==> config.mk <==
export PLATFORM = sky130hd
export DESIGN_NAME = key_scan_override_autorepeat_top
export DESIGN_NICKNAME = d
export VERILOG_FILES = /design/src/ksoa_pkg.sv /design/src/ksoa_core.sv /design/src/key_scan_override_autorepeat_top.sv
export SDC_FILE = /design/constraint.sdc
export NUM_CORES = 1
export LEC_CHECK = 0
export BUFFER_PORTS_ARGS = -buffer_cell sky130_fd_sc_hd__buf_2
export CAP_MARGIN = 20
export CELL_PAD_IN_SITES_DETAIL_PLACEMENT = 1
export CELL_PAD_IN_SITES_GLOBAL_PLACEMENT = 1
export CORE_ASPECT_RATIO = 1.25
export CORE_MARGIN = 2
export CORE_UTILIZATION = 45
export DETAILED_ROUTE_END_ITERATION = 10
export GPL_ROUTABILITY_DRIVEN = 0
export GPL_TIMING_DRIVEN = 0
export PLACE_DENSITY = 0.82
export SYNTH_ARGS = -nofsm -noshare
export SYNTH_HDL_FRONTEND = slang
export SYNTH_HIERARCHICAL = 1
export SYNTH_SLANG_ARGS = --single-unit
==> constraint.sdc <==
create_clock -name clk -period 8.7 [get_ports clk]
set_clock_uncertainty 0.1 [all_clocks]
set_input_delay 1.305 -clock clk [delete_from_list [all_inputs] [get_ports clk]]
set_output_delay 1.305 -clock clk [all_outputs]
set_load 0.01 [all_outputs]
==> src/ksoa_pkg.sv <==
// Shared types, constants and the key table of the key scanner with autorepeat.
package ksoa_pkg;

    // Number of table keys that take part by default
    localparam int KEY_COUNT_DEF = 13;
    localparam int TABLE_SIZE    = 13;

    // Bits of switch word 2
    localparam logic [31:0] OVR_MASK2     = 32'h0000_F0BF;
    localparam logic [31:0] USB_BIT       = 32'h0400_0000;
    localparam logic [31:0] CARD_LOCK_BIT = 32'h0002_0000;
    localparam int          USB_POS       = 26;

    // Reset values of the autorepeat delays, in milliseconds
    localparam logic [15:0] FIRST_DELAY_RST = 16'd500;
    localparam logic [15:0] NEXT_DELAY_RST  = 16'd175;

    localparam logic [15:0] PULSE_MAX = 16'hFFFF;

    // Request commands
    typedef enum logic [2:0] {
        CMD_SCAN         = 3'd0,
        CMD_PRESS        = 3'd1,
        CMD_RELEASE      = 3'd2,
        CMD_RELEASE_ALL  = 3'd3,
        CMD_CLEAR_REPEAT = 3'd4,
        CMD_READ_PULSE   = 3'd5
    } ksoa_cmd_t;

    // Configuration register indexes
    typedef enum logic [1:0] {
        REG_REMOTE_MODE = 2'd0,
        REG_FIRST_DELAY = 2'd1,
        REG_NEXT_DELAY  = 2'd2
    } ksoa_reg_t;

    typedef struct packed {
        logic [2:0]  cmd;
        logic [31:0] raw_group0;
        logic [31:0] raw_group1;
        logic [31:0] raw_group2;
        logic        override_on;
        logic [3:0]  key_index;
        logic [31:0] now_ms;
    } ksoa_in_t;

    typedef struct packed {
        logic [31:0] status_group0;
        logic [31:0] status_group1;
        logic [31:0] status_group2;
        logic [3:0]  pressed_key;
        logic [3:0]  clicked_key;
        logic [3:0]  repeat_key;
        logic        usb_level;
        logic [15:0] usb_pulse_length;
    } ksoa_out_t;

    // Configuration as seen by the datapath
    typedef struct packed {
        logic        remote_on;
        logic [15:0] first_delay;
        logic [15:0] next_delay;
    } ksoa_cfg_t;

    // Word-2 bits of a table key; a key is down when all its bits are low
    function automatic logic [31:0] key_bits(input logic [3:0] k);
        logic [31:0] bits;
        unique case (k)
            4'd1:    bits = 32'h0000_3000;
            4'd2:    bits = 32'h0000_2000;
            4'd3:    bits = 32'h0000_0001;
            4'd4:    bits = 32'h0000_0002;
            4'd5:    bits = 32'h0000_1000;
            4'd6:    bits = 32'h0000_0004;
            4'd7:    bits = 32'h0000_0008;
            4'd8:    bits = 32'h0000_0010;
            4'd9:    bits = 32'h0000_0020;
            4'd10:   bits = 32'h0000_0080;
            4'd11:   bits = 32'h0000_4000;
            4'd12:   bits = 32'h0000_8000;
            4'd13:   bits = 32'h0000_0030;
            default: bits = 32'h0000_0000;
        endcase
        return bits;
    endfunction

endpackage

==> src/ksoa_core.sv <==
// Scan state, virtual-key mask, autorepeat timer and USB pulse counter.
module ksoa_core
    import ksoa_pkg::*;
#(
    parameter int KEY_COUNT = KEY_COUNT_DEF
) (
    input  logic      clk,
    input  logic      rst_n,
    input  logic      step,
    input  ksoa_cfg_t cfg,
    input  ksoa_in_t  item,
    output ksoa_out_t result
);

    logic [31:0] cur0_reg, cur1_reg, cur2_reg;
    logic [31:0] prev2_reg;
    logic [31:0] mask2_reg;
    logic [3:0]  held_reg;
    logic [31:0] last_time_reg;
    logic        started_reg;
    logic [15:0] run_cnt_reg;
    logic [15:0] last_pulse_reg;

    logic [31:0] cur0_next, cur1_next, cur2_next, prev2_next, mask2_next;
    logic [3:0]  held_next;
    logic [31:0] last_time_next;
    logic        started_next;
    logic [15:0] run_cnt_next;
    logic [15:0] last_pulse_next;

    logic [31:0] s2;
    logic        usb;
    logic [3:0]  pressed;
    logic [3:0]  clicked;
    logic [3:0]  rep;
    logic [15:0] pulse_out;
    logic [31:0] elapsed;
    logic [15:0] limit;

    function automatic logic key_valid(input logic [3:0] k);
        return (k >= 4'd1) && (k <= 4'(KEY_COUNT)) && (k <= 4'(TABLE_SIZE));
    endfunction

    function automatic logic key_low(input logic [31:0] w, input logic [3:0] k);
        return (w & key_bits(k)) == 32'h0;
    endfunction

    // Apply the command to the scans and the virtual mask
    always_comb
    begin
        cur0_next  = cur0_reg;
        cur1_next  = cur1_reg;
        cur2_next  = cur2_reg;
        prev2_next = prev2_reg;
        mask2_next = mask2_reg;
        unique case (item.cmd)
            CMD_SCAN:
            begin
                prev2_next = cur2_reg;
                cur0_next  = item.raw_group0;
                cur1_next  = item.raw_group1;
                cur2_next  = item.raw_group2;
            end
            CMD_PRESS:
            begin
                if (key_valid(item.key_index))
                    mask2_next = mask2_reg & ~key_bits(item.key_index);
            end
            CMD_RELEASE:
            begin
                if (key_valid(item.key_index))
                    mask2_next = mask2_reg | key_bits(item.key_index);
            end
            CMD_RELEASE_ALL:  mask2_next = mask2_reg | OVR_MASK2;
            default: ;
        endcase
    end

    // Override the masked key bits and find the first pressed and clicked keys
    always_comb
    begin
        if (item.override_on)
            s2 = (cur2_next | OVR_MASK2) & (~OVR_MASK2 | mask2_next);
        else
            s2 = cur2_next;
        usb     = s2[USB_POS];
        pressed = 4'd0;
        clicked = 4'd0;
        for (int k = TABLE_SIZE; k >= 1; k--)
        begin
            if (key_valid(4'(k)) && key_low(cur2_next, 4'(k)))
            begin
                pressed = 4'(k);
                if (!key_low(prev2_next, 4'(k)))
                    clicked = 4'(k);
            end
        end
    end

    // Advance the USB pulse counter and the autorepeat timer on a scan
    assign elapsed = item.now_ms - last_time_reg;
    assign limit   = started_reg ? cfg.next_delay : cfg.first_delay;

    always_comb
    begin
        run_cnt_next    = run_cnt_reg;
        last_pulse_next = last_pulse_reg;
        last_time_next  = last_time_reg;
        started_next    = started_reg;
        held_next       = held_reg;
        rep             = 4'd0;
        pulse_out       = last_pulse_reg;
        if (item.cmd == CMD_SCAN)
        begin
            if (usb)
            begin
                if (run_cnt_reg != PULSE_MAX)
                    run_cnt_next = run_cnt_reg + 16'd1;
            end
            else if (run_cnt_reg != 16'd0)
            begin
                last_pulse_next = run_cnt_reg;
                run_cnt_next    = 16'd0;
            end
            pulse_out = last_pulse_next;

            if (clicked != 4'd0)
            begin
                held_next      = clicked;
                started_next   = 1'b0;
                last_time_next = item.now_ms;
                rep            = clicked;
            end
            else if (key_valid(held_reg) && key_low(cur2_next, held_reg))
            begin
                if (!elapsed[31] && (elapsed > {16'd0, limit}))
                begin
                    started_next   = 1'b1;
                    last_time_next = item.now_ms;
                    rep            = held_reg;
                end
            end
            else
            begin
                held_next = 4'd0;
            end
        end
        else if (item.cmd == CMD_CLEAR_REPEAT)
        begin
            held_next = 4'd0;
        end
        else if (item.cmd == CMD_READ_PULSE)
        begin
            last_pulse_next = 16'd0;
        end
    end

    // Form the result; drop the card-lock bit, and the USB bit in remote mode
    always_comb
    begin
        result.status_group0    = cur0_next;
        result.status_group1    = cur1_next;
        result.status_group2    = s2 & ~CARD_LOCK_BIT
                                  & (cfg.remote_on ? ~USB_BIT : 32'hFFFF_FFFF);
        result.pressed_key      = pressed;
        result.clicked_key      = clicked;
        result.repeat_key       = rep;
        result.usb_level        = usb;
        result.usb_pulse_length = pulse_out;
    end

    // Hold the state; advance it once per request that moves on
    always_ff @(posedge clk or negedge rst_n)
    begin
        if (!rst_n)
        begin
            cur0_reg       <= 32'hFFFF_FFFF;
            cur1_reg       <= 32'hFFFF_FFFF;
            cur2_reg       <= 32'hFFFF_FFFF;
            prev2_reg      <= 32'hFFFF_FFFF;
            mask2_reg      <= 32'hFFFF_FFFF;
            held_reg       <= 4'd0;
            last_time_reg  <= 32'd0;
            started_reg    <= 1'b0;
            run_cnt_reg    <= 16'd0;
            last_pulse_reg <= 16'd0;
        end
        else if (step)
        begin
            cur0_reg       <= cur0_next;
            cur1_reg       <= cur1_next;
            cur2_reg       <= cur2_next;
            prev2_reg      <= prev2_next;
            mask2_reg      <= mask2_next;
            held_reg       <= held_next;
            last_time_reg  <= last_time_next;
            started_reg    <= started_next;
            run_cnt_reg    <= run_cnt_next;
            last_pulse_reg <= last_pulse_next;
        end
    end

endmodule

==> src/key_scan_override_autorepeat_top.sv <==
// Top level of the key scanner with virtual-key override and autorepeat.
//
// Requests arrive on in_valid/in_ready/in_data: a scan of three active-low
// switch words, or a command that presses or releases a virtual key, clears
// the autorepeat key or reads and clears the last USB pulse length. Every
// request gives exactly one result on out_valid/out_ready/out_data: status
// words after override, first pressed and clicked keys, autorepeat key, USB
// level and pulse length.
// A request is captured in an input register, worked on combinationally and
// loaded into the result register, from which its result is offered; a stall
// of the receiver can hold it in the input register. One request is taken
// every cycle while results are taken.
// When the receiver stalls, the result register holds and one more request
// waits in the input register; in_ready then drops until the stall clears.
// Configuration is written through cfg_wr_en/cfg_index/cfg_wdata, no wait;
// the user must write it only while no request is in flight; not enforced.
// Reset clears both registers' valid flags, sets the scans and the virtual
// mask to all released, clears the timers and counters, disables remote mode
// and restores the 500 ms and 175 ms autorepeat delays.
module key_scan_override_autorepeat_top
    import ksoa_pkg::*;
#(
    parameter int KEY_COUNT = KEY_COUNT_DEF
) (
    input  logic        clk,
    input  logic        rst_n,
    input  logic        in_valid,
    output logic        in_ready,
    input  ksoa_in_t    in_data,
    output logic        out_valid,
    input  logic        out_ready,
    output ksoa_out_t   out_data,
    input  logic        cfg_wr_en,
    input  logic [1:0]  cfg_index,
    input  logic [15:0] cfg_wdata
);

    logic      item_valid_reg;
    ksoa_in_t  item_reg;
    logic      res_valid_reg;
    ksoa_out_t res_reg;
    ksoa_cfg_t cfg_reg;
    ksoa_out_t result;
    logic      step;

    // Move the held request on when the result register is free or drains
    assign step     = item_valid_reg && (!res_valid_reg || out_ready);
    assign in_ready = !item_valid_reg || step;

    ksoa_core #(
        .KEY_COUNT (KEY_COUNT)
    ) u_core (
        .clk    (clk),
        .rst_n  (rst_n),
        .step   (step),
        .cfg    (cfg_reg),
        .item   (item_reg),
        .result (result)
    );

    // Capture incoming requests
    always_ff @(posedge clk or negedge rst_n)
    begin
        if (!rst_n)
            item_valid_reg <= 1'b0;
        else if (in_ready)
            item_valid_reg <= in_valid;
    end

    always_ff @(posedge clk)
    begin
        if (in_ready && in_valid)
            item_reg <= in_data;
    end

    // Hold the result until it is taken
    always_ff @(posedge clk or negedge rst_n)
    begin
        if (!rst_n)
            res_valid_reg <= 1'b0;
        else if (step)
            res_valid_reg <= 1'b1;
        else if (out_ready)
            res_valid_reg <= 1'b0;
    end

    always_ff @(posedge clk)
    begin
        if (step)
            res_reg <= result;
    end

    assign out_valid = res_valid_reg;
    assign out_data  = res_reg;

    // Write configuration registers
    always_ff @(posedge clk or negedge rst_n)
    begin
        if (!rst_n)
        begin
            cfg_reg.remote_on   <= 1'b0;
            cfg_reg.first_delay <= FIRST_DELAY_RST;
            cfg_reg.next_delay  <= NEXT_DELAY_RST;
        end
        else if (cfg_wr_en)
        begin
            unique case (cfg_index)
                REG_REMOTE_MODE: cfg_reg.remote_on   <= cfg_wdata[0];
                REG_FIRST_DELAY: cfg_reg.first_delay <= cfg_wdata;
                REG_NEXT_DELAY:  cfg_reg.next_delay  <= cfg_wdata;
                default: ;
            endcase
        end
    end

endmodule

After elaboration in Yosys (flattened, before gate mapping). Memories as Yosys holds them, arrays and structs flattened. A register that Yosys moved wholly into a read port is not among the register bits. Cells that the tools add are included. W data, S select, Z words.

Register bits after elaboration: 525. Bits in read-only memories: 528. Input port bits: 159. Output and inout port bits: 127. Logic and storage cells: 230. Memories: 3.

Memories: (no name shown) (words 16, bits a word 11, rd ports 1, clocked after Yosys merged registers in 0, wr ports 0, line ksoa_pkg.sv:68) `unique case (k)`; (no name shown) (words 16, bits a word 11, rd ports 1, clocked after Yosys merged registers in 1, wr ports 0, line ksoa_pkg.sv:68); (no name shown) (words 16, bits a word 11, rd ports 1, clocked after Yosys merged registers in 1, wr ports 0, line ksoa_pkg.sv:68).

Add/subtract/negate cells: 2. Order comparisons: 5. Equality and inequality tests: 13. Muxes and demuxes: 93. Bitwise gates (word level): 20. Reduce and logical (&&, ||, !) cells: 61.

Operators with widths (number): $mux W32 (29); $logic_not A32 Y1 (27); $and A32 B32 Y32 (17); $mux W4 (41); $mux W16 (10); $pmux W32 S3 (1); $gt A32 B16 Y1 (1); $not A32 Y32 (1); $or A32 B32 Y32 (1); $sub A32 B32 Y32 (1); $mux W27 (1); $add A16 B1 Y16 const B (1); $ne A16 B16 Y1 const B (1); $reduce_bool A16 Y1 (1); $reduce_bool A2 Y1 (7); $mux W3 (4); $ge A4 B1 Y1 const B (2); $le A4 B4 Y1 const B (2); $logic_and A1 B1 Y1 (8); $reduce_and A4 Y1 (2); $reduce_or A7 Y1 (1); $eq A3 B2 Y1 const B (2); $eq A3 B3 Y1 const B (2); $ne A2 B1 Y1 const B (3); other kinds (17) (28).

Logic depth before layout (Yosys ltp). Gate-level depths: netlist (run 1).

Depth in word-level cells: 41. Depth in mapped cells: 22. Mapped depth without buffers: 20.

Modules after synthesis. The synthesis (run 1) kept the hierarchy.

Modules (own cells, without submodules): ksoa_core (instances 1, cells each 1586, area each 12843.6 um^2, seq. area each 4800.9 um^2); key_scan_override_autorepeat_top (instances 1, cells each 340, area each 9283.9 um^2, seq. area each 8728.4 um^2).

Worst setup path after synthesis (run 1). No wires, ideal clock.

Path type: input -> register. From: input out_ready. To: register u_core.run_cnt_reg[13]. Library setup time: 0.132 ns. Arrival time: 6.998 ns. Required time: 8.468 ns. Setup slack: 1.470 ns. Stages: 12. Path buffers: 1. Cell sequence: nand2b_1 > and2_1 > nand2b_1 > or3_1 > clkbuf_1 > a311oi_1 > or2_2 > and4_1 > nor3b_1 > nand3_1 > xor2_1 > nor2_1.

Word-level cells in the longest chain between the ends: 3.

RTL lines: start: declaration (line key_scan_override_autorepeat_top.sv:31) `input logic out_ready,`; $logic_or A1 B1 Y1 (line key_scan_override_autorepeat_top.sv:47) `assign step = item_valid_reg && (!res_valid_reg || out_ready);`; $logic_and A1 B1 Y1 (line key_scan_override_autorepeat_top.sv:47); via step (line key_scan_override_autorepeat_top.sv:44) `logic step;`; $reduce_and A4 Y1 (no line); end signal: assignment (line ksoa_core.sv:198) `run_cnt_reg <= run_cnt_next;`; end: declaration (line ksoa_core.sv:21) `logic [15:0] run_cnt_reg;`.

The timed path passes the listed nets, and every way through them passes these cells. A chain may end at the register's enable or synchronous reset.

Worst setup path in the final report (run 1).
From: register item_reg[7] (netlist bit). To: register u_core.last_time_reg[12].

Word-level cells in the longest chain between the ends: 5. Elaborated cells between the ends (all ways): 6. Classes of those cells: add/sub: 1; order compare: 1; reduce/logical: 4.

RTL lines: start: declaration (line key_scan_override_autorepeat_top.sv:39) `ksoa_in_t item_reg;`; start signal: assignment (line key_scan_override_autorepeat_top.sv:73) `item_reg <= in_data;`; $sub A32 B32 Y32 (*) (line ksoa_core.sv:101) `assign elapsed = item.now_ms - last_time_reg;`; $gt A32 B16 Y1 or $logic_not A1 Y1 (tied branches) (line ksoa_core.sv:136) `if (!elapsed[31] && (elapsed > {16'd0, limit}))`; $logic_and A1 B1 Y1 (*) (line ksoa_core.sv:136); $reduce_bool A2 Y1 (no line) (*); $reduce_and A4 Y1 (no line) (*); end signal: assignment (line ksoa_core.sv:196) `last_time_reg <= last_time_next;`; end: declaration (line ksoa_core.sv:19) `logic [31:0] last_time_reg;`.

Every way passes the cells marked *; elsewhere a longest branch is shown, timed or not.

==> results of run 1 <==
## cells in the final DEF (no fill, tap or decap), types with 17 or more instances in the layout
cell and count:
sky130_fd_sc_hd__a21oi_1 74, sky130_fd_sc_hd__a22o_1 17, sky130_fd_sc_hd__buf_2 286, sky130_fd_sc_hd__buf_4 21
sky130_fd_sc_hd__clkbuf_1 68, sky130_fd_sc_hd__clkbuf_16 51, sky130_fd_sc_hd__dfrtp_1 92, sky130_fd_sc_hd__dfstp_2 129
sky130_fd_sc_hd__edfxtp_1 260, sky130_fd_sc_hd__ha_1 59, sky130_fd_sc_hd__inv_1 65, sky130_fd_sc_hd__mux2_2 60
sky130_fd_sc_hd__mux2_4 50, sky130_fd_sc_hd__mux2i_1 34, sky130_fd_sc_hd__nand2_1 583, sky130_fd_sc_hd__nand3_1 20
sky130_fd_sc_hd__nor2_1 66, sky130_fd_sc_hd__nor2b_1 24, sky130_fd_sc_hd__o21ai_0 55, sky130_fd_sc_hd__xnor2_1 17
sky130_fd_sc_hd__xor2_1 17
## critical path, cell delays in order, from the launching register on
cell and delay, ps:
sky130_fd_sc_hd__edfxtp_1 450, sky130_fd_sc_hd__ha_1 310, sky130_fd_sc_hd__clkbuf_1 270, sky130_fd_sc_hd__nand2_1 140, sky130_fd_sc_hd__or3_1 360, sky130_fd_sc_hd__a21o_1 190, sky130_fd_sc_hd__and2_1 170, sky130_fd_sc_hd__o21ai_0 380
sky130_fd_sc_hd__a31oi_1 170, sky130_fd_sc_hd__xnor2_1 170, sky130_fd_sc_hd__ha_1 320, sky130_fd_sc_hd__nand4_1 180, sky130_fd_sc_hd__or4_1 570, sky130_fd_sc_hd__nand2_1 140, sky130_fd_sc_hd__o311ai_0 170, sky130_fd_sc_hd__a2111oi_0 430
sky130_fd_sc_hd__nand4b_1 380, sky130_fd_sc_hd__o21ba_1 310, sky130_fd_sc_hd__buf_6 130, sky130_fd_sc_hd__buf_6 170, sky130_fd_sc_hd__mux2_4 320
## area by class of cell
class | count | area, µm² | area share, %
Multi-Input combinational cell | 1275 | 7820 | 29.9
Tap cell | 644 | 806 | 3.08
Inverter | 68 | 255 | 0.975
Timing Repair Buffer | 289 | 1570 | 5.99
Antenna cell | 8 | 20.0 | 0.0765
Sequential cell | 481 | 13500 | 51.6
Clock buffer | 61 | 1340 | 5.13
Clock inverter | 33 | 340 | 1.30
Buffer | 101 | 529 | 2.02
## worst max path at each step
stage | cells past startpoint | slack, ps | endpoint
2_1_floorplan | 12 | 1470 | u_core/run_cnt_reg[13]$_DFFE_PN0P_
3_3_place_gp | 13 | -1250 | u_core/run_cnt_reg[13]$_DFFE_PN0P_
3_5_place_dp | 20 | 2860 | u_core/last_time_reg[22]$_DFFE_PN0P_
4_1_cts | 20 | 2800 | u_core/last_time_reg[12]$_DFFE_PN0P_
5_1_grt | 20 | 2440 | u_core/last_time_reg[12]$_DFFE_PN0P_
6_report | 20 | 2730 | u_core/last_time_reg[12]$_DFFE_PN0P_
## stage by stage
step / utilization (%) / std cells / hold WS [ps] / instance area (µm²)
finish: 54.1 / 2960 / 355 / 26200
global route: 54.1 / 2959 / 364 / 26200
CTS: 54.0 / 2952 / 359 / 26200
detailed placement: 50.6 / 2858 / 349 / 24500
global placement: 50.2 / 2853 / 345 / 24300
floorplan: - / 1925 / 339 / 22100
## per-layer routing
layer / vias to the layer above / wire length [µm] / share of wire [%] / global-route usage [%]
met5: - / 43 / 0.070 / 0
met4: 6 / 2740 / 4.5 / 11.6
met3: 139 / 2390 / 3.9 / 3.49
met2: 405 / 31600 / 51 / 43.2
met1: 7913 / 24700 / 40 / 28.4
li1: 7350 / - / - / -
## power by group through the flow
stage / Clock, W / Combinational (W) / Sequential, W
floorplan: 0 / 0.00161 / 0.00325
global placement: 0 / 0.00218 / 0.00326
detailed placement: 0 / 0.00232 / 0.00328
CTS: 0.00225 / 0.00235 / 0.00325
global route: 0.00233 / 0.00260 / 0.00329
finish: 0.00219 / 0.00234 / 0.00325
==> impl_results.html, run 1 <==
<table>
<tr><th>Metric</th><th>Value</th></tr>
<tr><th colspan="2">Global route</th></tr>
<tr><td>Overall routing resource usage</td><td>24.1%</td></tr>
<tr><td>Final global-route overflow total</td><td>0</td></tr>
<tr><td>Pin count of the biggest net entering global routing</td><td>roughly 110</td></tr>
<tr><td>Global-route wire length before repair</td><td>96000 µm</td></tr>
<tr><td>Number of global-route vias before repair</td><td>roughly 17000</td></tr>
<tr><td>Number of antenna violations at the first check in global routing</td><td>10</td></tr>
<tr><th colspan="2">Worst setup path</th></tr>
<tr><td>Element type at the critical path end</td><td>flip-flop</td></tr>
<tr><td>Data arrival at the endpoint of the critical path</td><td>6350 ps</td></tr>
<tr><td>Category of the worst setup path launch point</td><td>flip-flop</td></tr>
<tr><td>Worst setup startpoint</td><td>item_reg[7]$_DFFE_PP_</td></tr>
<tr><td>Worst reg2reg startpoint</td><td>item_reg[7]$_DFFE_PP_</td></tr>
<tr><td>Worst-case reg-to-reg path depth</td><td>20</td></tr>
<tr><td>Maximum fanout along the worst path</td><td>10</td></tr>
<tr><td>Internal reg-to-reg setup slack</td><td>2730 ps</td></tr>
<tr><td>Reg-to-reg endpoint</td><td>u_core/last_time_reg[12]$_DFFE_PN0P_</td></tr>
<tr><td>Category of the critical setup timing path</td><td>reg -&gt; reg</td></tr>
<tr><td>Worst endpoint required time</td><td>between 9000 and 10000 ps</td></tr>
<tr><th colspan="2">Route</th></tr>
<tr><td>Remaining DRCs</td><td>0</td></tr>
<tr><td>First-iteration detailed-routing DRC count</td><td>634</td></tr>
<tr><td>Via density per instance</td><td>roughly 5.3</td></tr>
<tr><td>Number of vias after detailed routing</td><td>15800</td></tr>
<tr><td>Wire length per cell</td><td>slightly above 20 µm</td></tr>
<tr><td>Detailed Route WL</td><td>a little over 60000 µm</td></tr>
<tr><td>Drt pass-1 iters</td><td>5</td></tr>
<tr><td>Detail Route Antenna Nets</td><td>0</td></tr>
<tr><th colspan="2">Die</th></tr>
<tr><td>DIE AREA</td><td>50900 µm²</td></tr>
<tr><td>DIE WIDTH</td><td>202 µm</td></tr>
<tr><td>Floorplan core area</td><td>48400 µm²</td></tr>
<tr><td>Number of cell rows</td><td>90</td></tr>
<tr><td>Count of pins on the block boundary</td><td>286</td></tr>
<tr><td>Vertical extent of the die</td><td>between 200 and 300 µm</td></tr>
<tr><td>Effective utilization at floorplan</td><td>45.6%</td></tr>
<tr><th colspan="2">Timing</th></tr>
<tr><td>Period Utilization, post-route</td><td>68.6%</td></tr>
<tr><td>Number of setup violations in the final report</td><td>0</td></tr>
<tr><td>Crit path setup slack, layout</td><td>between 2000 and 3000 ps</td></tr>
<tr><td>Total negative setup slack</td><td>0 ps</td></tr>
<tr><td>Number of hold violations in the final report</td><td>0</td></tr>
<tr><td>Shortest clock period the worst path allows after layout</td><td>5970 ps</td></tr>
<tr><td>Slew of the pin with the lowest slew margin</td><td>905 ps</td></tr>
<tr><td>Top achievable clock speed</td><td>0.168 GHz</td></tr>
<tr><td>Final number of max-transition violations</td><td>0</td></tr>
<tr><td>Slew headroom</td><td>39.7%</td></tr>
<tr><td>RSZ-0062 raised after global routing</td><td>no</td></tr>
<tr><th colspan="2">Power</th></tr>
<tr><td>Leakage component of the power</td><td>11.5 nW</td></tr>
<tr><td>Internal power of the cells</td><td>0.00524 W</td></tr>
<tr><td>Total power per unit cell area</td><td>297 nW/µm²</td></tr>
<tr><td>Switching portion of total power</td><td>32.7%</td></tr>
<tr><td>Fraction of power consumed by sequential logic</td><td>about two fifths</td></tr>
<tr><td>Power dissipated by switching net loads</td><td>0.00254 W</td></tr>
<tr><td>Share of power burned in combinational logic</td><td>30.1%</td></tr>
<tr><td>Total design power</td><td>0.00778 W</td></tr>
<tr><td>Max rail drop VDD</td><td>178 µV</td></tr>
<tr><td>Portion of total power attributed to the clock network</td><td>28.2%</td></tr>
<tr><th colspan="2">Final layout</th></tr>
<tr><td>Number of flip-flops under the largest register name</td><td>135</td></tr>
<tr><td>Layout cells sized above 1</td><td>approximately 29%</td></tr>
<tr><td>Number of nets at the end of the flow</td><td>roughly 2500</td></tr>
<tr><td>Area growth from synthesis to layout</td><td>18.5%</td></tr>
<tr><td>Number of filler instances in the final layout</td><td>around 5200</td></tr>
<tr><th colspan="2">Placed design</th></tr>
<tr><td>Post-DP HPWL</td><td>43100 µm</td></tr>
<tr><td>Pre-CTS WS</td><td>about 2900 ps</td></tr>
<tr><td>Buffers on Ports</td><td>284</td></tr>
<tr><th colspan="2">Clock network</th></tr>
<tr><td>Number of cells upsized or downsized after cts</td><td>0</td></tr>
<tr><td>Later-pin clock latency in the skew report</td><td>610 ps</td></tr>
<tr><td>H-tree depth</td><td>2</td></tr>
<tr><td>TritonCTS clock tree</td><td>yes</td></tr>
<tr><td>Number of buffers inserted by post-CTS setup repair</td><td>0</td></tr>
<tr><td>Sinks on Clock Net</td><td>481</td></tr>
<tr><td>TritonCTS Buffers</td><td>50</td></tr>
<tr><td># hold bufs at CTS</td><td>0</td></tr>
<tr><td>CTS Buffer Depth</td><td>3</td></tr>
<tr><td>Clock transition at the registers of the reported paths</td><td>60 ps</td></tr>
<tr><td>Clock root buffer</td><td>sky130_fd_sc_hd__clkbuf_16</td></tr>
<tr><th colspan="2">Yosys</th></tr>
<tr><td>Synthesized area per cell</td><td>11.5 µm²</td></tr>
<tr><td>Count of warnings emitted by yosys</td><td>6</td></tr>
<tr><td>Mapped Area</td><td>22100 µm²</td></tr>
<tr><td>Synthesized netlist cell count</td><td>1925</td></tr>
<tr><td>Number of nets produced by synthesis</td><td>2144</td></tr>
<tr><th colspan="2">Min path</th></tr>
<tr><td>Worst hold path class</td><td>reg -&gt; reg</td></tr>
<tr><td>Endpoint, Worst Hold</td><td>u_core/cur1_reg[28]$_DFFE_PN1P_</td></tr>
<tr><td>Worst hold path depth</td><td>2</td></tr>
<tr><td>Critical hold path startpoint</td><td>u_core/cur1_reg[28]$_DFFE_PN1P_</td></tr>
<tr><th colspan="2">Outcome</th></tr>
<tr><td>Run status</td><td>finished, final reports clean</td></tr>
<tr><th colspan="2">Job</th></tr>
<tr><td>Total of max-cap violations</td><td>0</td></tr>
</table>
No activity file was read; power rests on OpenSTA's default activity.
==> run 2: changes to the inputs <==
Settings changed: ABC_AREA set to 1, PLACE_DENSITY 0.82 to 0.84.
Clock period 8.7 ns to 5.56 ns, I/O delays scaled along.
==> impl_results.html, run 2 <==
<table>
<tr><th>Metric</th><th>Value</th></tr>
<tr><th colspan="2">Route</th></tr>
<tr><td>Detailed Route WL</td><td>69000 µm (was 61400 µm)</td></tr>
<tr><td>Drt pass-1 iters</td><td>5 (unchanged)</td></tr>
<tr><td>Wire length per cell</td><td>20.8 µm (about the same)</td></tr>
<tr><td>First-iteration detailed-routing DRC count</td><td>933 (was 634)</td></tr>
<tr><td>Via density per instance</td><td>5.41 (was 5.34)</td></tr>
<tr><td>Detail Route Antenna Nets</td><td>0 (unchanged)</td></tr>
<tr><td>Number of vias after detailed routing</td><td>18000 (was 15800)</td></tr>
<tr><td>Remaining DRCs</td><td>0 (unchanged)</td></tr>
<tr><th colspan="2">Global route</th></tr>
<tr><td>Number of antenna violations at the first check in global routing</td><td>16 (was 10)</td></tr>
<tr><td>Overall routing resource usage</td><td>26.6% (was 24.1%)</td></tr>
<tr><td>Met2 Resource Use GR</td><td>48.9% (was 43.2%)</td></tr>
<tr><td>Global-route wire length before repair</td><td>107000 µm (was 96000 µm)</td></tr>
<tr><td>Number of global-route vias before repair</td><td>19800 (was 17400)</td></tr>
<tr><td>Met1 Resource Use GR</td><td>30.0% (was 28.4%)</td></tr>
<tr><td>Final global-route overflow total</td><td>0 (unchanged)</td></tr>
<tr><td>Most crowded layer after global routing</td><td>met2 (unchanged)</td></tr>
<tr><td>Pin count of the biggest net entering global routing</td><td>116 (was 114)</td></tr>
<tr><td>GRT met3 Usage</td><td>5.90% (was 3.49%)</td></tr>
<tr><th colspan="2">Die</th></tr>
<tr><td>Effective utilization at floorplan</td><td>45.6% (about the same)</td></tr>
<tr><td>Vertical extent of the die</td><td>255 µm (was 252 µm)</td></tr>
<tr><td>DIE WIDTH</td><td>204 µm (was 202 µm)</td></tr>
<tr><td>Number of cell rows</td><td>91 (was 90)</td></tr>
<tr><td>DIE AREA</td><td>52100 µm² (was 50900 µm²)</td></tr>
<tr><td>Count of pins on the block boundary</td><td>286 (unchanged)</td></tr>
<tr><td>Floorplan core area</td><td>49500 µm² (was 48400 µm²)</td></tr>
<tr><th colspan="2">Clock network</th></tr>
<tr><td># hold bufs at CTS</td><td>0 (unchanged)</td></tr>
<tr><td>Number of buffers inserted by post-CTS setup repair</td><td>0 (unchanged)</td></tr>
<tr><td>Number of cells upsized or downsized after cts</td><td>0 (unchanged)</td></tr>
<tr><td>TritonCTS Buffers</td><td>50 (unchanged)</td></tr>
<tr><td>Clock root buffer</td><td>sky130_fd_sc_hd__clkbuf_16 (unchanged)</td></tr>
<tr><td>Sinks on Clock Net</td><td>481 (unchanged)</td></tr>
<tr><td>H-tree depth</td><td>2 (unchanged)</td></tr>
<tr><td>TritonCTS clock tree</td><td>yes (unchanged)</td></tr>
<tr><td>Later-pin clock latency in the skew report</td><td>600 ps (was 610 ps)</td></tr>
<tr><td>Clock transition at the registers of the reported paths</td><td>60 ps (about the same)</td></tr>
<tr><td>CTS Buffer Depth</td><td>3 (unchanged)</td></tr>
<tr><th colspan="2">Power</th></tr>
<tr><td>Max rail drop VDD</td><td>306 µV (was 178 µV)</td></tr>
<tr><td>Total power per unit cell area</td><td>477 nW/µm² (was 297 nW/µm²)</td></tr>
<tr><td>Leakage component of the power</td><td>11.9 nW (was 11.5 nW)</td></tr>
<tr><th colspan="2">Placed design</th></tr>
<tr><td>Pre-CTS WS</td><td>874 ps (was 2860 ps)</td></tr>
<tr><td>DP Cell Count</td><td>3225 (was 2858)</td></tr>
<tr><td>Post-DP HPWL</td><td>49400 µm (was 43100 µm)</td></tr>
<tr><td>Buffers on Ports</td><td>281 (was 284)</td></tr>
<tr><th colspan="2">Timing</th></tr>
<tr><td>Number of hold violations in the final report</td><td>0 (unchanged)</td></tr>
<tr><td>Period Utilization, post-route</td><td>85.0% (was 68.6%)</td></tr>
<tr><td>Shortest clock period the worst path allows after layout</td><td>4730 ps (was 5970 ps)</td></tr>
<tr><td>RSZ-0062 raised after global routing</td><td>no (unchanged)</td></tr>
<tr><td>Slew headroom</td><td>36.9% (was 39.7%)</td></tr>
<tr><td>Top achievable clock speed</td><td>0.212 GHz (was 0.168 GHz)</td></tr>
<tr><td>Slew of the pin with the lowest slew margin</td><td>946 ps (was 905 ps)</td></tr>
<tr><td>Number of setup violations in the final report</td><td>0 (unchanged)</td></tr>
<tr><td>Crit path setup slack, layout</td><td>833 ps (was 2730 ps)</td></tr>
<tr><td>Final number of max-transition violations</td><td>0 (unchanged)</td></tr>
<tr><th colspan="2">Final layout</th></tr>
<tr><td>Number of flip-flops under the largest register name</td><td>135 (unchanged)</td></tr>
<tr><td>Most common cell after layout, fill and taps aside</td><td>sky130_fd_sc_hd__nand2_1 (unchanged)</td></tr>
<tr><td>Utilization of the core after routing</td><td>54.0% (was 54.1%)</td></tr>
<tr><td>Number of non-filler instances in the completed layout</td><td>3324 (was 2960)</td></tr>
<tr><td>Area growth from synthesis to layout</td><td>18.3% (was 18.5%)</td></tr>
<tr><td>Number of nets at the end of the flow</td><td>2845 (was 2485)</td></tr>
<tr><td>Highest-count cells in the layout ignoring fill and taps</td><td>554 x sky130_fd_sc_hd__nand2_1, 307 x sky130_fd_sc_hd__o21ai_0, 289 x sky130_fd_sc_hd__buf_2 (was 583 x sky130_fd_sc_hd__nand2_1, 286 x sky130_fd_sc_hd__buf_2, 260 x sky130_fd_sc_hd__edfxtp_1)</td></tr>
<tr><td>Layout cells sized above 1</td><td>23.3% (was 28.8%)</td></tr>
<tr><th colspan="2">Worst setup path</th></tr>
<tr><td>Category of the worst setup path launch point</td><td>flip-flop (unchanged)</td></tr>
<tr><td>Maximum fanout along the worst path</td><td>10 (unchanged)</td></tr>
<tr><td>Data arrival at the endpoint of the critical path</td><td>4970 ps (was 6350 ps)</td></tr>
<tr><td>Element type at the critical path end</td><td>flip-flop (unchanged)</td></tr>
<tr><td>Worst endpoint required time</td><td>5800 ps (was 9080 ps)</td></tr>
<tr><td>Category of the critical setup timing path</td><td>reg -&gt; reg (unchanged)</td></tr>
<tr><th colspan="2">Outcome</th></tr>
<tr><td>Run status</td><td>finished, final reports clean (unchanged)</td></tr>
<tr><th colspan="2">Yosys</th></tr>
<tr><td>Synthesized netlist cell count</td><td>2286 (was 1925)</td></tr>
<tr><td>Count of warnings emitted by yosys</td><td>6 (unchanged)</td></tr>
<tr><td>Number of nets produced by synthesis</td><td>2505 (was 2144)</td></tr>
<tr><td>Mapped Area</td><td>22600 µm² (was 22100 µm²)</td></tr>
<tr><td>Synthesized area per cell</td><td>9.89 µm² (was 11.5 µm²)</td></tr>
<tr><th colspan="2">Min path</th></tr>
<tr><td>Worst hold path class</td><td>in -&gt; async (was reg -&gt; reg)</td></tr>
<tr><th colspan="2">Job</th></tr>
<tr><td>Total of max-cap violations</td><td>0 (unchanged)</td></tr>
</table>
-- run 2: cell count changes in the layout (fill, tap and decap cells not counted), sizes merged, moves of 24 or more --
| cell | delta |
|---|---|
| o21ai | +261 |
| inv | +198 |
| mux2 | -111 |
| nand3 | +88 |
| nand4 | +31 |
| nor2b | -24 |
-- run 2: final cells by class --
cell class / instances / area [µm²]
Sequential cell: 481 / 13500
Buffer: 105 / 599
Multi-Input combinational cell: 1431 / 7490
Clock buffer: 70 / 1440
Inverter: 269 / 1030
Fill cell: 5641 / 22800
Timing Repair Buffer: 288 / 1580
Tap cell: 651 / 815
Antenna cell: 6 / 15.0
Clock inverter: 23 / 270
-- run 2: metrics by stage --
step | hold WS [ps] | total power, W | setup TNS [ps] | instance area [µm²]
2_1_floorplan | 338 | 0.00787 | 0 | 22600
3_3_place_gp | 352 | 0.00894 | -286800 | 24800
3_5_place_dp | 358 | 0.00924 | 0 | 25000
4_1_cts | 259 | 0.0128 | 0 | 26700
5_1_grt | 266 | 0.0135 | 0 | 26700
6_report | 286 | 0.0127 | 0 | 26700
-- run 2: final timing paths --
kind | start | to | slack (ps) | cells past startpoint
max in group asynchronous | rst_n | u_core/last_time_reg[23]$_DFFE_PN0P_ | 4060 | 2
min in group clk | in_data[119] | item_reg[119]$_DFFE_PP_ | 300 | 1
min reg2reg | cfg_reg[20]$_DFFE_PN1P_ | cfg_reg[20]$_DFFE_PN1P_ | 370 | 2
min | rst_n | u_core/run_cnt_reg[4]$_DFFE_PN0P_ | 290 | 1
max | item_reg[0]$_DFFE_PP_ | out_data[19]$_DFFE_PP_ | 830 | 24
max reg2reg | item_reg[0]$_DFFE_PP_ | out_data[19]$_DFFE_PP_ | 830 | 24
-- run 2: power by group --
group,internal (W),switching [W],total [W]
registers,0.00490,0.000483,0.00539
logic,0.00136,0.00253,0.00389
clock network,0.00200,0.00146,0.00347
total,0.00827,0.00448,0.0127
-- run 2: metal layers --
metal  vias up  wire, µm
li1       8321         -
met1      8961     26500
met4        22      2440
met3       162      3980
met2       505     35900
met5         -       164
-- run 2: critical path, stage by stage (launching register included) --
cell and delay [ps]:
sky130_fd_sc_hd__edfxtp_1 390, sky130_fd_sc_hd__inv_1 70, sky130_fd_sc_hd__ha_1 140, sky130_fd_sc_hd__inv_1 70, sky130_fd_sc_hd__fa_1 440, sky130_fd_sc_hd__nand3_1 100
sky130_fd_sc_hd__nand3_1 160, sky130_fd_sc_hd__a21oi_1 280, sky130_fd_sc_hd__o21ai_0 260, sky130_fd_sc_hd__xor2_1 250, sky130_fd_sc_hd__ha_1 360, sky130_fd_sc_hd__nand4_1 130
sky130_fd_sc_hd__nor2_1 180, sky130_fd_sc_hd__nand3_1 100, sky130_fd_sc_hd__nand2_1 110, sky130_fd_sc_hd__nand3_1 90, sky130_fd_sc_hd__nor2_1 140, sky130_fd_sc_hd__nand3_1 100
sky130_fd_sc_hd__nor2_1 100, sky130_fd_sc_hd__nand3_1 170, sky130_fd_sc_hd__nand2_1 170, sky130_fd_sc_hd__nand3_4 130, sky130_fd_sc_hd__buf_2 230, sky130_fd_sc_hd__nand3_1 110
sky130_fd_sc_hd__inv_1 70
==> run 3: changes to the inputs <==
Settings changed: ABC_AREA 1 to unset, PLACE_DENSITY 0.84 to 0.82.
==> impl_results.html, run 3 (same netlist as run 1, synthesis figures left out) <==
<table>
<tr><th>Metric</th><th>Value</th></tr>
<tr><th colspan="2">Timing</th></tr>
<tr><td>Number of setup violations in the final report</td><td>0 (unchanged)</td></tr>
<tr><td>Period Utilization, post-route</td><td>95.9% (was 85.0%)</td></tr>
<tr><td>Shortest clock period the worst path allows after layout</td><td>5330 ps (was 4730 ps)</td></tr>
<tr><td>Slew headroom</td><td>38.2% (was 36.9%)</td></tr>
<tr><td>RSZ-0062 raised after global routing</td><td>no (unchanged)</td></tr>
<tr><td>Number of hold violations in the final report</td><td>0 (unchanged)</td></tr>
<tr><td>Final number of max-transition violations</td><td>0 (unchanged)</td></tr>
<tr><td>Slew of the pin with the lowest slew margin</td><td>928 ps (was 946 ps)</td></tr>
<tr><td>Top achievable clock speed</td><td>0.188 GHz (was 0.212 GHz)</td></tr>
<tr><th colspan="2">Final layout</th></tr>
<tr><td>Area growth from synthesis to layout</td><td>18.0% (was 18.3%)</td></tr>
<tr><td>Number of non-filler instances in the completed layout</td><td>2956 (was 3324)</td></tr>
<tr><td>Number of filler instances in the final layout</td><td>5273 (was 5641)</td></tr>
<tr><td>Number of flip-flops under the largest register name</td><td>135 (unchanged)</td></tr>
<tr><td>Most common cell after layout, fill and taps aside</td><td>sky130_fd_sc_hd__nand2_1 (unchanged)</td></tr>
<tr><td>Highest-count cells in the layout ignoring fill and taps</td><td>583 x sky130_fd_sc_hd__nand2_1, 286 x sky130_fd_sc_hd__buf_2, 260 x sky130_fd_sc_hd__edfxtp_1 (was 554 x sky130_fd_sc_hd__nand2_1, 307 x sky130_fd_sc_hd__o21ai_0, 289 x sky130_fd_sc_hd__buf_2)</td></tr>
<tr><td>Number of nets at the end of the flow</td><td>2483 (was 2845)</td></tr>
<tr><td>Final instance area</td><td>26100 µm² (was 26700 µm²)</td></tr>
<tr><td>Utilization of the core after routing</td><td>53.8% (was 54.0%)</td></tr>
<tr><td>Area used by multi-input combinational logic</td><td>7880 µm² (was 7490 µm²)</td></tr>
<tr><td>Layout cells sized above 1</td><td>28.4% (was 23.3%)</td></tr>
<tr><td>Storage element area</td><td>13500 µm² (unchanged)</td></tr>
<tr><th colspan="2">Job</th></tr>
<tr><td>Total of max-cap violations</td><td>0 (unchanged)</td></tr>
<tr><th colspan="2">Route</th></tr>
<tr><td>Highest metal layer with signal wires</td><td>met5 (unchanged)</td></tr>
<tr><td>Met3 WL post-DR</td><td>2620 µm (was 3980 µm)</td></tr>
<tr><td>Detailed Route WL</td><td>60800 µm (was 69000 µm)</td></tr>
<tr><td>Drt pass-1 iters</td><td>5 (unchanged)</td></tr>
<tr><td>Remaining DRCs</td><td>0 (unchanged)</td></tr>
<tr><td>Detail Route Antenna Nets</td><td>0 (unchanged)</td></tr>
<tr><td>Number of vias after detailed routing</td><td>15800 (was 18000)</td></tr>
<tr><td>Detailed-route wire length on metal 1</td><td>23800 µm (was 26500 µm)</td></tr>
<tr><td>First-iteration detailed-routing DRC count</td><td>724 (was 933)</td></tr>
<tr><td>Sum of met2 wire segment lengths after detailed routing</td><td>32000 µm (was 35900 µm)</td></tr>
<tr><td>Via density per instance</td><td>5.35 (was 5.41)</td></tr>
<tr><td>Wire length per cell</td><td>20.6 µm (was 20.8 µm)</td></tr>
<tr><th colspan="2">Die</th></tr>
<tr><td>Vertical extent of the die</td><td>252 µm (was 255 µm)</td></tr>
<tr><td>DIE WIDTH</td><td>202 µm (was 204 µm)</td></tr>
<tr><td>Count of pins on the block boundary</td><td>286 (unchanged)</td></tr>
<tr><td>Effective utilization at floorplan</td><td>45.6% (about the same)</td></tr>
<tr><td>Number of cell rows</td><td>90 (was 91)</td></tr>
<tr><td>Floorplan core area</td><td>48400 µm² (was 49500 µm²)</td></tr>
<tr><td>DIE AREA</td><td>50900 µm² (was 52100 µm²)</td></tr>
<tr><th colspan="2">Clock network</th></tr>
<tr><td>TritonCTS Buffers</td><td>49 (was 50)</td></tr>
<tr><td>Clock root buffer</td><td>sky130_fd_sc_hd__clkbuf_16 (unchanged)</td></tr>
<tr><td>Later-pin clock latency in the skew report</td><td>580 ps (was 600 ps)</td></tr>
<tr><td>Sinks on Clock Net</td><td>481 (unchanged)</td></tr>
<tr><td>H-tree depth</td><td>2 (unchanged)</td></tr>
<tr><td>TritonCTS clock tree</td><td>yes (unchanged)</td></tr>
<tr><td>Clock transition at the registers of the reported paths</td><td>60 ps (about the same)</td></tr>
<tr><td>CTS Buffer Depth</td><td>3 (unchanged)</td></tr>
<tr><th colspan="2">Placed design</th></tr>
<tr><td>Post-DP HPWL</td><td>43300 µm (was 49400 µm)</td></tr>
<tr><td>Area after DPL</td><td>24500 µm² (was 25000 µm²)</td></tr>
<tr><td>Buffers on Ports</td><td>284 (was 281)</td></tr>
<tr><td>DP Cell Count</td><td>2858 (was 3225)</td></tr>
<tr><th colspan="2">Global route</th></tr>
<tr><td>Number of global-route vias before repair</td><td>17500 (was 19800)</td></tr>
<tr><td>Number of antenna violations at the first check in global routing</td><td>13 (was 16)</td></tr>
<tr><td>Final global-route overflow total</td><td>0 (unchanged)</td></tr>
<tr><td>Global-route wire length before repair</td><td>95300 µm (was 107000 µm)</td></tr>
<tr><td>Pin count of the biggest net entering global routing</td><td>112 (was 116)</td></tr>
<tr><td>Overall routing resource usage</td><td>23.8% (was 26.6%)</td></tr>
<tr><th colspan="2">Worst setup path</th></tr>
<tr><td>Category of the critical setup timing path</td><td>reg -&gt; reg (unchanged)</td></tr>
<tr><td>Element type at the critical path end</td><td>flip-flop (unchanged)</td></tr>
<tr><td>Worst endpoint required time</td><td>5930 ps (was 5800 ps)</td></tr>
<tr><td>Worst-case reg-to-reg path depth</td><td>19 (was 24)</td></tr>
<tr><td>Data arrival at the endpoint of the critical path</td><td>5700 ps (was 4970 ps)</td></tr>
<tr><td>Maximum fanout along the worst path</td><td>10 (unchanged)</td></tr>
<tr><td>Category of the worst setup path launch point</td><td>flip-flop (unchanged)</td></tr>
<tr><th colspan="2">Power</th></tr>
<tr><td>Total power per unit cell area</td><td>459 nW/µm² (was 477 nW/µm²)</td></tr>
<tr><td>Max rail drop VDD</td><td>267 µV (was 306 µV)</td></tr>
<tr><td>Leakage component of the power</td><td>11.4 nW (was 11.9 nW)</td></tr>
<tr><th colspan="2">Min path</th></tr>
<tr><td>Worst hold path class</td><td>in -&gt; async (unchanged)</td></tr>
<tr><th colspan="2">Outcome</th></tr>
<tr><td>Run status</td><td>finished, final reports clean (unchanged)</td></tr>
</table>
[run 3: cell count changes in the layout (fill, tap and decap cells not counted), moves of 19 or more]
cell / delta
sky130_fd_sc_hd__nand3_1: -85
sky130_fd_sc_hd__nor2b_1: +24
sky130_fd_sc_hd__mux2_2: +59
sky130_fd_sc_hd__nand2_4: -21
sky130_fd_sc_hd__inv_1: -194
sky130_fd_sc_hd__mux2_4: +50
sky130_fd_sc_hd__nand4_1: -30
sky130_fd_sc_hd__mux2i_1: +19
sky130_fd_sc_hd__nand2_2: -25
sky130_fd_sc_hd__o21ai_0: -253
sky130_fd_sc_hd__nand2_1: +29
[run 3: layout make-up]
cell class              count  area share [%]
flip-flops and latches    481            51.8
multi-input cells        1275            30.2
repair buffers            290            6.05
clock buffers              75            5.19
well taps                 644            3.09
plain buffers              99            2.00
inverters                  68           0.979
clock inverters            17           0.619
diodes                      7          0.0672
[run 3: path summary, 6_finish.rpt]
check,to,startpoint,slack (ps)
hold reg to reg,u_core/cur2_reg[18]$_DFFE_PN1P_,u_core/cur2_reg[18]$_DFFE_PN1P_,360
max in group asynchronous,u_core/cur2_reg[20]$_DFFE_PN1P_,rst_n,4040
hold / removal,cfg_reg[30]$_DFFE_PN0P_,rst_n,190
setup reg to reg,u_core/last_time_reg[19]$_DFFE_PN0P_,item_reg[8]$_DFFE_PP_,230
setup / recovery,u_core/last_time_reg[19]$_DFFE_PN0P_,item_reg[8]$_DFFE_PP_,230
min in group clk,item_reg[101]$_DFFE_PP_,in_data[101],320
[run 3: timing repair]
action	4_1_cts	5_1_grt
buffers inserted	1	0
pin swaps	1	2
cloned	0	0
setup endpoints to repair	36	36
hold buffers	0	0
gates resized for setup	1	10
[run 3: worst max-delay path, cell delays in order (launching register included)]
cell and delay, ps:
sky130_fd_sc_hd__edfxtp_1 470, sky130_fd_sc_hd__ha_4 350, sky130_fd_sc_hd__nand2_1 110, sky130_fd_sc_hd__or3_1 390
sky130_fd_sc_hd__a21o_1 200, sky130_fd_sc_hd__and2_1 180, sky130_fd_sc_hd__o21ai_2 190, sky130_fd_sc_hd__a31oi_1 120
sky130_fd_sc_hd__xnor2_1 180, sky130_fd_sc_hd__ha_1 330, sky130_fd_sc_hd__nand4_1 180, sky130_fd_sc_hd__or4_1 550
sky130_fd_sc_hd__nand2_1 120, sky130_fd_sc_hd__o311ai_0 200, sky130_fd_sc_hd__a2111oi_0 420, sky130_fd_sc_hd__nand4b_1 250
sky130_fd_sc_hd__o21ba_1 250, sky130_fd_sc_hd__buf_6 140, sky130_fd_sc_hd__buf_6 160, sky130_fd_sc_hd__mux2_4 310
[run 3: report_power, final]
part	switching, W	internal (W)
Combinational	0.00216	0.00157
Clock	0.00138	0.00178
Sequential	0.000387	0.00469
[run 3: routing by layer]
metal | GRT usage, % | vias to the layer above
li1 | - | 7328
met1 | 27.6 | 7986
met2 | 43.5 | 376
met3 | 4.04 | 120
met5 | 0 | -
met4 | 9.57 | 12
[run 3: through the flow]
step	hold WS, ps	setup TNS [ps]	setup WS, ps	power (W)
floorplan	339	0	327	0.00760
global placement	345	-233510	-1420	0.00850
detailed placement	350	-11080	-363	0.00877
CTS	225	0	9.13	0.0120
global route	264	0	18.8	0.0126
finish	191	0	227	0.0120
